===== config.mk =====
export PLATFORM = sky130hd
export DESIGN_NAME = signed_int_to_radix_digits
export DESIGN_NICKNAME = d
export VERILOG_FILES = /design/src/rtl/sitrd_pkg.sv /design/src/rtl/sitrd_cfg.sv /design/src/rtl/sitrd_datapath.sv /design/src/rtl/sitrd_sequencer.sv /design/src/rtl/signed_int_to_radix_digits.sv
export SDC_FILE = /design/constraint.sdc
export NUM_CORES = 1
export LEC_CHECK = 0
export ABC_CLOCK_PERIOD_IN_PS = 11600
export BUFFER_PORTS_ARGS = -buffer_cell sky130_fd_sc_hd__buf_2
export CORE_MARGIN = 2
export CORE_UTILIZATION = 45
export CTS_CLUSTER_DIAMETER = 100
export DETAILED_ROUTE_END_ITERATION = 10
export PLACE_DENSITY = 0.6
export SKIP_LAST_GASP = 1
export SLEW_MARGIN = 20
export SYNTH_ARGS = -nofsm -noshare
export SYNTH_HDL_FRONTEND = slang
export SYNTH_SLANG_ARGS = --single-unit

===== constraint.sdc =====
create_clock -name clk -period 11.6 [get_ports clk]
set_input_delay 0.58 -clock clk [delete_from_list [all_inputs] [get_ports clk]]
set_output_delay 0.58 -clock clk [all_outputs]
set_load 0.03 [all_outputs]

===== src/rtl/sitrd_pkg.sv =====
`timescale 1ns / 1ps

package sitrd_pkg;

	localparam int ALPHA_W    = 128;
	localparam int MAX_RADIX  = 16;
	localparam int MAX_DIGITS = 32;

	localparam logic [7:0] CH_MINUS = 8'h2D;
	localparam logic [7:0] CH_PLUS  = 8'h2B;
	localparam logic [7:0] CH_SPACE = 8'd32;
	localparam logic [7:0] CH_TAB   = 8'd9;
	localparam logic [7:0] CH_CR    = 8'd13;

	localparam logic [1:0] REG_RADIX    = 2'd0;
	localparam logic [1:0] REG_ALPHA_LO = 2'd1;
	localparam logic [1:0] REG_ALPHA_HI = 2'd2;

	typedef logic [3:0] pc_t;

	localparam pc_t STEP_CHECK = 4'd0;
	localparam pc_t STEP_ZTEST = 4'd1;
	localparam pc_t STEP_DIV   = 4'd2;
	localparam pc_t STEP_SIGN  = 4'd3;
	localparam pc_t STEP_READ  = 4'd4;
	localparam pc_t STEP_EMIT  = 4'd5;
	localparam pc_t STEP_IDLE  = 4'd6;
	localparam pc_t STEP_ZERO  = 4'd7;
	localparam pc_t STEP_INV   = 4'd8;

	typedef logic [3:0] op_t;

	localparam op_t OP_NONE = 4'd0;
	localparam op_t OP_LOAD = 4'd1;
	localparam op_t OP_INIT = 4'd2;
	localparam op_t OP_DIV  = 4'd3;
	localparam op_t OP_SIGN = 4'd4;
	localparam op_t OP_READ = 4'd5;
	localparam op_t OP_EMIT = 4'd6;
	localparam op_t OP_ZERO = 4'd7;
	localparam op_t OP_INV  = 4'd8;

	typedef logic [2:0] cond_t;

	localparam cond_t C_NEVER    = 3'd0;
	localparam cond_t C_ALWAYS   = 3'd1;
	localparam cond_t C_NOT_OK   = 3'd2;
	localparam cond_t C_MAG_ZERO = 3'd3;
	localparam cond_t C_DIV_MORE = 3'd4;
	localparam cond_t C_PTR_NZ   = 3'd5;

	typedef struct packed {
		op_t   op;
		cond_t cond;
		pc_t   target;
	} ctrl_word_t;

	typedef struct packed {
		op_t  op;
		logic go;
	} seq_ctl_t;

	typedef struct packed {
		logic ok;
		logic mag_zero;
		logic div_more;
		logic ptr_nz;
		logic wait_step;
	} dp_stat_t;

	// microprogram: one control word per step
	function automatic ctrl_word_t ucode(input pc_t pc);
		ctrl_word_t w;
		w = '{op: OP_NONE, cond: C_ALWAYS, target: STEP_IDLE};
		unique case (pc)
			STEP_IDLE:  w = '{op: OP_LOAD, cond: C_ALWAYS,   target: STEP_CHECK};
			STEP_CHECK: w = '{op: OP_NONE, cond: C_NOT_OK,   target: STEP_INV};
			STEP_ZTEST: w = '{op: OP_INIT, cond: C_MAG_ZERO, target: STEP_ZERO};
			STEP_DIV:   w = '{op: OP_DIV,  cond: C_DIV_MORE, target: STEP_DIV};
			STEP_SIGN:  w = '{op: OP_SIGN, cond: C_NEVER,    target: STEP_IDLE};
			STEP_READ:  w = '{op: OP_READ, cond: C_NEVER,    target: STEP_IDLE};
			STEP_EMIT:  w = '{op: OP_EMIT, cond: C_PTR_NZ,   target: STEP_READ};
			STEP_ZERO:  w = '{op: OP_ZERO, cond: C_ALWAYS,   target: STEP_SIGN};
			STEP_INV:   w = '{op: OP_INV,  cond: C_ALWAYS,   target: STEP_IDLE};
			default:    w = '{op: OP_NONE, cond: C_ALWAYS,   target: STEP_IDLE};
		endcase
		return w;
	endfunction

endpackage


===== src/rtl/sitrd_cfg.sv =====
`timescale 1ns / 1ps

module sitrd_cfg (
	input  logic                           clk,
	input  logic                           arst_n,
	input  logic                           cfg_we,
	input  logic [1:0]                     cfg_index,
	input  logic [63:0]                    cfg_data,
	output logic [4:0]                     radix,
	output logic [sitrd_pkg::ALPHA_W-1:0]  alphabet,
	output logic                           alpha_ok
);

	logic [4:0]  radix_q;
	logic [63:0] alpha_lo_q;
	logic [63:0] alpha_hi_q;
	logic        ok_q;
	logic        ok_d;

	always_ff @(posedge clk or negedge arst_n) begin
		if (!arst_n) begin
			radix_q    <= 5'd10;
			alpha_lo_q <= 64'h3736353433323130;
			alpha_hi_q <= 64'h0000000000003938;
			ok_q       <= 1'b1;
		end else begin
			ok_q <= ok_d;
			if (cfg_we) begin
				case (cfg_index)
					sitrd_pkg::REG_RADIX:    radix_q    <= cfg_data[4:0];
					sitrd_pkg::REG_ALPHA_LO: alpha_lo_q <= cfg_data;
					sitrd_pkg::REG_ALPHA_HI: alpha_hi_q <= cfg_data;
					default: ;
				endcase
			end
		end
	end

	assign alphabet = {alpha_hi_q, alpha_lo_q};

	// radix out of range, whitespace, signs, NUL and duplicates within the used characters
	always_comb begin
		logic [7:0] ci;
		logic       bad;
		bad = (radix_q < 5'd2) || (radix_q > 5'(sitrd_pkg::MAX_RADIX));
		for (int i = 0; i < 16; i++) begin
			ci = alphabet[i*8 +: 8];
			if (5'(i) < radix_q) begin
				if (ci == 8'd0 || ci == sitrd_pkg::CH_PLUS || ci == sitrd_pkg::CH_MINUS
					|| ci == sitrd_pkg::CH_SPACE
					|| (ci >= sitrd_pkg::CH_TAB && ci <= sitrd_pkg::CH_CR))
					bad = 1'b1;
				for (int j = i + 1; j < 16; j++) begin
					if (5'(j) < radix_q && alphabet[j*8 +: 8] == ci)
						bad = 1'b1;
				end
			end
		end
		ok_d = !bad;
	end

	assign radix    = radix_q;
	assign alpha_ok = ok_q;

endmodule


===== src/rtl/sitrd_datapath.sv =====
`timescale 1ns / 1ps

module sitrd_datapath (
	input  logic                           clk,
	input  logic                           arst_n,
	input  sitrd_pkg::seq_ctl_t            ctl,
	output sitrd_pkg::dp_stat_t            stat,
	input  logic                           in_valid,
	input  logic signed [31:0]             value,
	input  logic [4:0]                     radix,
	input  logic [sitrd_pkg::ALPHA_W-1:0]  alphabet,
	input  logic                           alpha_ok,
	output logic                           out_valid,
	input  logic                           out_stall,
	output logic [7:0]                     out_char,
	output logic                           last,
	output logic                           alphabet_invalid
);

	logic [31:0] mag_q;
	logic        neg_q;
	logic [3:0]  rem_q;
	logic [1:0]  slice_q;
	logic [5:0]  count_q;
	logic [4:0]  ptr_q;
	logic [3:0]  rd_q;
	logic [3:0]  digit_mem [0:sitrd_pkg::MAX_DIGITS-1];

	logic        out_valid_q;
	logic [7:0]  out_char_q;
	logic        last_q;
	logic        inval_q;

	logic [31:0] q_next;
	logic [3:0]  r_next;
	logic        emit_want;
	logic        out_free;
	logic        load_out;
	logic        slice_end;

	// eight long-division bits a cycle, remainder stays below the radix
	always_comb begin
		logic [4:0] r5;
		logic [3:0] r;
		logic [7:0] qb;
		r5 = '0;
		qb = '0;
		r  = rem_q;
		for (int k = 0; k < 8; k++) begin
			r5 = {r, mag_q[31-k]};
			if (r5 >= radix) begin
				qb[7-k] = 1'b1;
				r5      = r5 - radix;
			end
			r = r5[3:0];
		end
		q_next = {mag_q[23:0], qb};
		r_next = r;
	end

	assign slice_end = (slice_q == 2'd3);
	assign emit_want = (ctl.op == sitrd_pkg::OP_SIGN && neg_q)
		|| ctl.op == sitrd_pkg::OP_EMIT || ctl.op == sitrd_pkg::OP_INV;
	assign out_free  = !out_valid_q || !out_stall;
	assign load_out  = ctl.go && emit_want;

	assign stat.ok        = alpha_ok;
	assign stat.mag_zero  = (mag_q == 32'd0);
	assign stat.div_more  = !(slice_end && q_next == 32'd0);
	assign stat.ptr_nz    = (ptr_q != 5'd0);
	assign stat.wait_step = (ctl.op == sitrd_pkg::OP_LOAD && !in_valid)
		|| (emit_want && !out_free);

	always_ff @(posedge clk or negedge arst_n) begin
		if (!arst_n) begin
			mag_q       <= '0;
			neg_q       <= 1'b0;
			slice_q     <= '0;
			count_q     <= '0;
			out_valid_q <= 1'b0;
		end else begin
			if (load_out)
				out_valid_q <= 1'b1;
			else if (!out_stall)
				out_valid_q <= 1'b0;
			if (ctl.go) begin
				unique case (ctl.op)
					sitrd_pkg::OP_LOAD: begin
						neg_q <= value[31];
						mag_q <= value[31] ? (32'd0 - $unsigned(value)) : $unsigned(value);
					end
					sitrd_pkg::OP_INIT: begin
						slice_q <= '0;
						count_q <= '0;
					end
					sitrd_pkg::OP_DIV: begin
						mag_q   <= q_next;
						slice_q <= slice_q + 2'd1;
						if (slice_end)
							count_q <= count_q + 6'd1;
					end
					sitrd_pkg::OP_ZERO: count_q <= 6'd1;
					default: ;
				endcase
			end
		end
	end

	always_ff @(posedge clk) begin
		if (ctl.go) begin
			unique case (ctl.op)
				sitrd_pkg::OP_INIT: rem_q <= '0;
				sitrd_pkg::OP_DIV:  rem_q <= slice_end ? 4'd0 : r_next;
				sitrd_pkg::OP_SIGN: ptr_q <= 5'(count_q - 6'd1);
				sitrd_pkg::OP_EMIT: ptr_q <= ptr_q - 5'd1;
				default: ;
			endcase
		end
		if (load_out) begin
			unique case (ctl.op)
				sitrd_pkg::OP_SIGN: begin
					out_char_q <= sitrd_pkg::CH_MINUS;
					last_q     <= 1'b0;
					inval_q    <= 1'b0;
				end
				sitrd_pkg::OP_EMIT: begin
					out_char_q <= alphabet[{rd_q, 3'b000} +: 8];
					last_q     <= (ptr_q == 5'd0);
					inval_q    <= 1'b0;
				end
				default: begin
					out_char_q <= 8'd0;
					last_q     <= 1'b1;
					inval_q    <= 1'b1;
				end
			endcase
		end
	end

	// digit store, least significant digit at entry 0
	always_ff @(posedge clk) begin
		if (ctl.go && ctl.op == sitrd_pkg::OP_DIV && slice_end)
			digit_mem[count_q[4:0]] <= r_next;
		else if (ctl.go && ctl.op == sitrd_pkg::OP_ZERO)
			digit_mem[0] <= 4'd0;
		if (ctl.go && ctl.op == sitrd_pkg::OP_READ)
			rd_q <= digit_mem[ptr_q];
	end

	assign out_valid        = out_valid_q;
	assign out_char         = out_char_q;
	assign last             = last_q;
	assign alphabet_invalid = inval_q;

	a_count_bound: assert property (@(posedge clk) disable iff (!arst_n)
		count_q <= 6'(sitrd_pkg::MAX_DIGITS))
		else $error("digit count beyond buffer depth");

	a_inval_form: assert property (@(posedge clk) disable iff (!arst_n)
		(out_valid_q && inval_q) |-> (last_q && out_char_q == 8'd0))
		else $error("invalid word must be a lone empty last word");

endmodule


===== src/rtl/sitrd_sequencer.sv =====
`timescale 1ns / 1ps

module sitrd_sequencer (
	input  logic                 clk,
	input  logic                 arst_n,
	input  sitrd_pkg::dp_stat_t  stat,
	output sitrd_pkg::seq_ctl_t  ctl,
	output logic                 idle
);

	sitrd_pkg::pc_t        pc_q;
	sitrd_pkg::ctrl_word_t word;
	logic                  taken;

	assign word = sitrd_pkg::ucode(pc_q);

	always_comb begin
		unique case (word.cond)
			sitrd_pkg::C_NEVER:    taken = 1'b0;
			sitrd_pkg::C_ALWAYS:   taken = 1'b1;
			sitrd_pkg::C_NOT_OK:   taken = !stat.ok;
			sitrd_pkg::C_MAG_ZERO: taken = stat.mag_zero;
			sitrd_pkg::C_DIV_MORE: taken = stat.div_more;
			sitrd_pkg::C_PTR_NZ:   taken = stat.ptr_nz;
			default:               taken = 1'b0;
		endcase
	end

	assign ctl.op = word.op;
	assign ctl.go = !stat.wait_step;
	assign idle   = (pc_q == sitrd_pkg::STEP_IDLE);

	always_ff @(posedge clk or negedge arst_n) begin
		if (!arst_n) begin
			pc_q <= sitrd_pkg::STEP_IDLE;
		end else if (ctl.go) begin
			pc_q <= taken ? word.target : pc_q + 4'd1;
		end
	end

	a_ztest_branch: assert property (@(posedge clk) disable iff (!arst_n)
		(pc_q == sitrd_pkg::STEP_ZTEST && ctl.go)
		|=> (pc_q == sitrd_pkg::STEP_DIV || pc_q == sitrd_pkg::STEP_ZERO))
		else $error("zero test must lead to division or zero digit");

	a_idle_exit: assert property (@(posedge clk) disable iff (!arst_n)
		(pc_q == sitrd_pkg::STEP_IDLE && ctl.go) |=> pc_q == sitrd_pkg::STEP_CHECK)
		else $error("accepted word must go to alphabet check");

endmodule


===== src/rtl/signed_int_to_radix_digits.sv =====
// Signed integer to radix digits, one value in, a run of character words out.
// Each value gives from 1 to 32 digits, and an invalid alphabet a lone flagged word;
// each digit comes from a sliced long division (8 quotient bits a cycle), and each
// emitted character follows a registered digit-store read.
// Reset (arst_n low, asynchronous): sequencer idle, output empty, config to defaults.
`timescale 1ns / 1ps

module signed_int_to_radix_digits (
	input  logic               clk,
	input  logic               arst_n,
	// configuration writes; the user must write only while idle, the block does not enforce it
	input  logic               cfg_we,
	input  logic [1:0]         cfg_index,
	input  logic [63:0]        cfg_data,
	// input word
	input  logic               in_valid,
	output logic               in_stall,
	input  logic signed [31:0] value,
	// output words
	output logic               out_valid,
	input  logic               out_stall,
	output logic [7:0]         out_char,
	output logic               last,
	output logic               alphabet_invalid
);

	logic [4:0]                    radix;
	logic [sitrd_pkg::ALPHA_W-1:0] alphabet;
	logic                          alpha_ok;
	sitrd_pkg::seq_ctl_t           ctl;
	sitrd_pkg::dp_stat_t           stat;
	logic                          idle;

	// config registers; the alphabet check is registered and tracks every write
	sitrd_cfg u_cfg (
		.clk       (clk),
		.arst_n    (arst_n),
		.cfg_we    (cfg_we),
		.cfg_index (cfg_index),
		.cfg_data  (cfg_data),
		.radix     (radix),
		.alphabet  (alphabet),
		.alpha_ok  (alpha_ok)
	);

	// microprogram step counter; holds a step while the datapath waits on
	// the input word or on a full output register
	sitrd_sequencer u_seq (
		.clk    (clk),
		.arst_n (arst_n),
		.stat   (stat),
		.ctl    (ctl),
		.idle   (idle)
	);

	// magnitude, divider slice, digit store and output register
	sitrd_datapath u_dp (
		.clk              (clk),
		.arst_n           (arst_n),
		.ctl              (ctl),
		.stat             (stat),
		.in_valid         (in_valid),
		.value            (value),
		.radix            (radix),
		.alphabet         (alphabet),
		.alpha_ok         (alpha_ok),
		.out_valid        (out_valid),
		.out_stall        (out_stall),
		.out_char         (out_char),
		.last             (last),
		.alphabet_invalid (alphabet_invalid)
	);

	// one value at a time: a word is taken only in the idle step
	assign in_stall = !idle;

endmodule


* Word level (Yosys, flattened, before mapping)
Memory sizes are Yosys's and may differ from the RTL's. A register that Yosys moved wholly into a read port is not among the register bits. Index checks and enable logic that the tools add are counted.
Storage, ports and cells: register bits after elaboration 199, memory bits (writable) 128, ROM bits 176, output and inout port bits 12, word-level logic and storage cells 727, memories kept 2
Memory list:
- (no name shown) | depth 16, width 11, read ports 1, clocked after Yosys merged registers in 0, write ports 0, RTL line sitrd_pkg.sv:75 | unique case (pc)
- u_dp.digit_mem | depth 32, width 4, read ports 1, clocked after Yosys merged registers in 1, write ports 1, RTL line sitrd_datapath.sv:27 | logic [3:0] digit_mem [0:sitrd_pkg::MAX_DIGITS-1];
Cells by class: add/subtract/negate cells 14, order comparisons 58, equality and inequality tests 187, shifts and indexed selects 1, mux-type cells 191, bitwise logic cells 1, reductions and logical operators 258
Operators by type and width (count):
- equality test 8 bit | 120
- equality test 8 x 6 -> 1 bit, second input constant | 48
- two-way mux 1 bit | 169
- logical AND 1 bit | 145
- greater-or-equal comparator 8 x 4 -> 1 bit, second input constant | 16
- less-or-equal comparator 8 x 4 -> 1 bit, second input constant | 16
- zero test 8 bit | 16
- indexed part select 128 x 8 -> 8 bit | 1
- logical OR 1 bit | 69
- zero test 32 bit | 2
- case mux 32 bit (2 select lines) | 1
- two-way mux 4 bit | 11
- greater-or-equal comparator 5 bit | 8
- < comparator 4 x 5 -> 1 bit, first input constant | 8
- two-way mux 32 bit | 1
- subtractor 1 x 32 -> 32 bit, first input constant | 1
- subtractor 4 bit | 8
- equality test 4 x 3 -> 1 bit, second input constant | 5
- < comparator 3 x 5 -> 1 bit, first input constant | 4
- case mux 6 bit (3 select lines) | 1
- case mux 8 bit (2 select lines) | 1
- AND reduction 2 bit | 7
- < comparator 1 x 5 -> 1 bit, first input constant | 2
- < comparator 2 x 5 -> 1 bit, first input constant | 2
- 32 further kinds | 48

* Depth between registers and ports, before layout
word-level depth 158, mapped depth 49, gate-level depth less buffers 49

* Cells and area by module
From an unflattened synthesis, not the netlist that was laid out.
Second synthesis, totals: cell total of the unflattened synthesis 3007, area, all modules 30130.1 sq um
By module, submodules not included:
- sitrd_cfg | times used 1, cells an instance 2053, area each 18164.9 sq um, sequential area each 3400.8 sq um
- sitrd_datapath | times used 1, cells an instance 888, area each 11402.2 sq um, sequential area each 5560.3 sq um
- sitrd_sequencer | times used 1, cells an instance 65, area each 559.3 sq um, sequential area each 102.6 sq um
- signed_int_to_radix_digits | times used 1, cells an instance 1, area each 3.8 sq um, sequential area each 0.0 sq um

* Least setup slack after synthesis
Ideal clock, no wire load.
path kind register to register, start reg u_cfg.radix_q[1], in the netlist u_cfg.radix[1], end mem u_dp.digit_mem[0][1] (data pin), setup time 351 ps, arrival time 11434 ps, data required time 11249 ps, setup slack -185 ps, cell stages (with the launch flop) 42, period minus slack after synthesis 11785 ps, cells stage by stage dfstp_2 > buf_6 > inv_1 > ha_1 > a21o_1 > a21oi_1 > o21ai_1 > mux2i_1 > ha_1 > a21o_1 > a21oi_1 > o21ai_1 > mux2_2 > ha_1 > a21oi_1 > o21ai_1 > mux2_2 > ha_1 > (+6 left out) > mux2_2 > ha_1 > a21oi_1 > o21ai_1 > mux2i_1 > ha_1 > a21o_1 > a21oi_1 > o21ai_1 > o21ai_0 > inv_1 > ha_1 > nor2b_1 > o21ai_0 > a31oi_1 > a211oi_1 > mux2_2 > nor2_1
Between the ends: longest elaborated chain between the ends 17, elaborated cells on any way between the ends 25, classes of those cells add/sub (8); order compare (8); mux (9)
RTL lines:
- start, declared | RTL line sitrd_cfg.sv:14 | logic [4:0] radix_q;
- start signal, assigned | RTL line sitrd_cfg.sv:30 | sitrd_pkg::REG_RADIX: radix_q <= cfg_data[4:0];
- subtractor 4 bit or greater-or-equal comparator 5 bit (tied branches) | RTL line sitrd_datapath.sv:53, sitrd_datapath.sv:51
- two-way mux 4 bit | RTL line sitrd_datapath.sv:51 | if (r5 >= radix) begin
- subtractor 4 bit or greater-or-equal comparator 5 bit (tied branches) | RTL line sitrd_datapath.sv:53, sitrd_datapath.sv:51
- two-way mux 4 bit | RTL line sitrd_datapath.sv:51
- subtractor 4 bit or greater-or-equal comparator 5 bit (tied branches) | RTL line sitrd_datapath.sv:53, sitrd_datapath.sv:51
- two-way mux 4 bit | RTL line sitrd_datapath.sv:51
- greater-or-equal comparator 5 bit or subtractor 4 bit (tied branches) | RTL line sitrd_datapath.sv:51, sitrd_datapath.sv:53
- two-way mux 4 bit | RTL line sitrd_datapath.sv:51
- subtractor 4 bit or greater-or-equal comparator 5 bit (tied branches) | RTL line sitrd_datapath.sv:53, sitrd_datapath.sv:51
- two-way mux 4 bit | RTL line sitrd_datapath.sv:51
- subtractor 4 bit or greater-or-equal comparator 5 bit (tied branches) | RTL line sitrd_datapath.sv:53, sitrd_datapath.sv:51
- two-way mux 4 bit | RTL line sitrd_datapath.sv:51
- greater-or-equal comparator 5 bit or subtractor 4 bit (tied branches) | RTL line sitrd_datapath.sv:51, sitrd_datapath.sv:53
- two-way mux 4 bit | RTL line sitrd_datapath.sv:51
- subtractor 4 bit or greater-or-equal comparator 5 bit (tied branches) | RTL line sitrd_datapath.sv:53, sitrd_datapath.sv:51
- two-way mux 4 bit (*) | RTL line sitrd_datapath.sv:51
- two-way mux 4 bit (no line) (*)
- end, declared | RTL line sitrd_datapath.sv:27
Mark *: on every way between the ends. The rest lies on a longest branch, timed or not.

* Final worst setup path
start reg u_cfg.radix_q[3], in the netlist u_cfg.radix[3], end mem u_dp.digit_mem[13][3] (data pin)
Between the ends: longest elaborated chain between the ends 17, elaborated cells on any way between the ends 25, classes of those cells add/sub (8); order compare (8); mux (9)
RTL lines (RTL line):
- subtractor 4 bit or greater-or-equal comparator 5 bit (tied branches) | sitrd_datapath.sv:53, sitrd_datapath.sv:51
- two-way mux 4 bit | sitrd_datapath.sv:51
- greater-or-equal comparator 5 bit or subtractor 4 bit (tied branches) | sitrd_datapath.sv:51, sitrd_datapath.sv:53
- two-way mux 4 bit | sitrd_datapath.sv:51
- subtractor 4 bit or greater-or-equal comparator 5 bit (tied branches) | sitrd_datapath.sv:53, sitrd_datapath.sv:51
- two-way mux 4 bit | sitrd_datapath.sv:51
- subtractor 4 bit or greater-or-equal comparator 5 bit (tied branches) | sitrd_datapath.sv:53, sitrd_datapath.sv:51
- two-way mux 4 bit | sitrd_datapath.sv:51
- subtractor 4 bit or greater-or-equal comparator 5 bit (tied branches) | sitrd_datapath.sv:53, sitrd_datapath.sv:51
- two-way mux 4 bit | sitrd_datapath.sv:51
- greater-or-equal comparator 5 bit or subtractor 4 bit (tied branches) | sitrd_datapath.sv:51, sitrd_datapath.sv:53
- two-way mux 4 bit | sitrd_datapath.sv:51
- subtractor 4 bit or greater-or-equal comparator 5 bit (tied branches) | sitrd_datapath.sv:53, sitrd_datapath.sv:51
- two-way mux 4 bit | sitrd_datapath.sv:51
- subtractor 4 bit or greater-or-equal comparator 5 bit (tied branches) | sitrd_datapath.sv:53, sitrd_datapath.sv:51
- two-way mux 4 bit (*) | sitrd_datapath.sv:51
- two-way mux 4 bit (no line) (*)
Marked as above.

==> results.cfg <==
[timing]
fin_skew_ns = 0.03060
worst_slew_pin_slew_ns = 1.201
timing.fmax_mhz = 92.26
hold_viol = 0
whs_ns = 0.2141
slew_viol_final = 0
fin_ws_ns = 0.7607
grt_setup_unrepaired = false
slew_headroom_pct = 19.90
min_period_ns = 10.84
fin_crit_sh_pct = 93.44
setup_viol = 0

[setup_path]
critPathKind = reg -> reg
crit_start = u_cfg.radix[3]$_DFFE_PN1P_
end_kind = flip-flop
critPathLaunchType = flip-flop
crit_slowest_cell = dfstp_2
r2r_slack_ns = 0.76
critPathRequiredTime_ns = 11.89
r2r.worst_path.cells = 44
crit_fanout = 16
cpPeakStageDelay_ns = 0.70
r2r-end = u_dp.digit_mem[13][3]$_DFFE_PP_
endpoint = u_dp.digit_mem[13][3]$_DFFE_PP_
crit_top_cell = ha_1
r2r_start = u_cfg.radix[3]$_DFFE_PN1P_
arrival_ns = 11.13

[synth]
ys_seq_area_share_pct = 30.54
synth-xor-area-share_pct = 30.31
yosys.area.top_type = xnor2_1
synth_warnings = 0
synth-edff-count = 151
synth-main-ff-cell = edfxtp_1
synth_mux_area_share_pct = 12.47
yosysUniqueCellTypes = 73
ys_ff_latch = 330
synth_top_family_by_area = XOR/XNOR gates
synthesis.nets = 3150
synth-simple-area-share_pct = 12.64
synthCells = 2990
async_flop_share_pct = 54.24
synthAdderAreaFrac_pct = 2.605
postSynthAreaPerCell_um2 = 9.927
yosys.area.top_type_share_pct = 17.41
synth.most_common_cell = xnor2_1
synth.cells.most_frequent = xnor2_1, xor2_1, mux2_2, edfxtp_1, nand4_1
netlist_area_um2 = 29680
synth_area_leaders = xnor2_1, edfxtp_1, xor2_1
synth_compound_area_share_pct = 6.011

[global_routing]
grt_max_degree = 70
antenna_found_initial = 5
gr-total-overflow = 0
grt_pass1_vias = 24680
gr-usage-all-layers_pct = 32.76
grt_pass1_wl_um = 165000

[routing]
wl_per_cell_um = 29.17
ant_nets = 0
drt_iter0_markers = 2661
num_vias = 24670
post_drt_via_cell_ratio = 6.409
drc = 0
dr.pass1.iters = 6
routed_wl_um = 112300

[final_layout]
stdcell_count = 3849
final_area_um2 = 32320
area_growth_syn_to_layout_pct = 8.890
fin_nets = 3114
drive_gt1_share_pct = 20.78
n_fill_cell = 5981

[clocking]
worstSkewPairLatency_ns = 0.61
cts_made_buffers = 39
cts_tree = yes
cts_root_buf = clkbuf_16
cts.sinks = 330
cts.path.max_buffers = 3
path_clk_slew_ns = 0.06
htreeDepth = 2

[die]
core-area_um2 = 65510
ios = 115
fp-row-count = 94
die_area_um2 = 68030
initial_utilization_pct = 45.31
die_h_um = 260.8
die_w_um = 260.8

[placement]
dp_hpwl_um = 72470
port_buffers = 114
place_area_um2 = 30890
dp_slack_ns = -0.4383
placedCellCount = 3773
gp_congestion = 1.011

[flow_run]
maxCapViolCount = 0

[hold_path]
holdCritPathClass = in -> reg
hp-start = cfg_data[15]

[status]
status = completed
[routing by layer]
| metal | GRT usage (%) | wire (um) | up-vias |
|---|---|---|---|
| li1 | - | - | 10450 |
| met1 | 41.00 | 43190 | 12300 |
| met2 | 52.28 | 50740 | 1447 |
| met3 | 6.663 | 10570 | 466 |
| met4 | 19.49 | 7713 | 10 |
| met5 | 0 | 74 | - |
[what timing repair did]
item                       in CTS  in global routing
pin swaps                       1                  3
gates cloned                    1                  2
hold endpoints to repair       35                  0
setup endpoints to repair     129                137
hold buffers                    1                  0
gates resized for setup         5                 14
buffers inserted                0                  0
[layout by cell type, fill, tap and decap left out, types with 59 or more instances in the layout]
cell type    n
dfrtp_1    138
mux2_2     152
nand2_1    100
nor2_1      89
xnor2_1    590
xor2_1     437
buf_4      133
buf_2      113
nor4_1     136
nand4_1    151
o21ai_0     59
nor3_1      71
mux4_2      79
edfxtp_1   151
[registers in the layout, indices dropped and copies added (netlist names), 2 cells and up]
name and count:
u_cfg.alpha_hi_q 64, u_cfg.alpha_lo_q 64, u_cfg.radix 5, u_dp.count_q 5
u_dp.digit_mem 128, u_dp.mag_q 32, u_dp.out_char 8, u_dp.ptr_q 5
u_dp.rd_q 4, u_dp.rem_q 4, u_dp.slice_q 2, u_seq.pc_q 4
[worst max-delay path: cells and delay by family, from the launching register on]
family,cells,cell delay [ns]
adders and majority gates,8,2.48
DFF,1,0.70
and+or+nand+nor,4,1.11
muxes,5,1.56
buffers and inverters,5,0.77
AOI/OAI and AO/OA,22,3.89
[area by class of cell]
class / instances / area (um^2) / area share, %
Antenna cell: 1 / 2.502 / 0.007743
Timing Repair Buffer: 249 / 1599 / 4.948
Clock inverter: 24 / 299.0 / 0.9252
Tap cell: 864 / 1081 / 3.345
Clock buffer: 47 / 1026 / 3.174
Inverter: 32 / 120.1 / 0.3716
Sequential cell: 330 / 9065 / 28.05
Multi-Input combinational cell: 2302 / 19130 / 59.18
[worst min path at each step]
stage	endpoint	slack, ns	cells past startpoint
2_1_floorplan	u_cfg.alpha_hi_q[0]$_DFFE_PN0P_	0.28	0
3_3_place_gp	u_dp.slice_q[1]$_DFFE_PN0P_	0.45	2
3_5_place_dp	u_dp.slice_q[1]$_DFFE_PN0P_	0.48	2
4_1_cts	u_cfg.alpha_lo_q[15]$_DFFE_PN0P_	0.19	2
5_1_grt	u_cfg.alpha_hi_q[57]$_DFFE_PN0P_	0.21	2
6_report	u_cfg.alpha_hi_q[15]$_DFFE_PN0P_	0.21	2
[cell families after synthesis]
| kind of cell | count (synthesis) |
|---|---|
| fa+ha+maj | 57 |
| flops | 330 |
| simple gates | 687 |
| mux | 252 |
| buf+inv | 361 |
| compound gates | 276 |
| xor+xnor | 1027 |
[through the flow]
| step | utilization, % | TNS [ns] |
|---|---|---|
| 2_1_floorplan | - | 0 |
| 3_3_place_gp | 47.14 | 0 |
| 3_5_place_dp | 47.15 | -31.50 |
| 4_1_cts | 49.23 | 0 |
| 5_1_grt | 49.33 | 0 |
| 6_report | 49.34 | 0 |
Power is not shown: default switching activity piles up to over one toggle a cycle in this logic, so the estimate is an artifact.
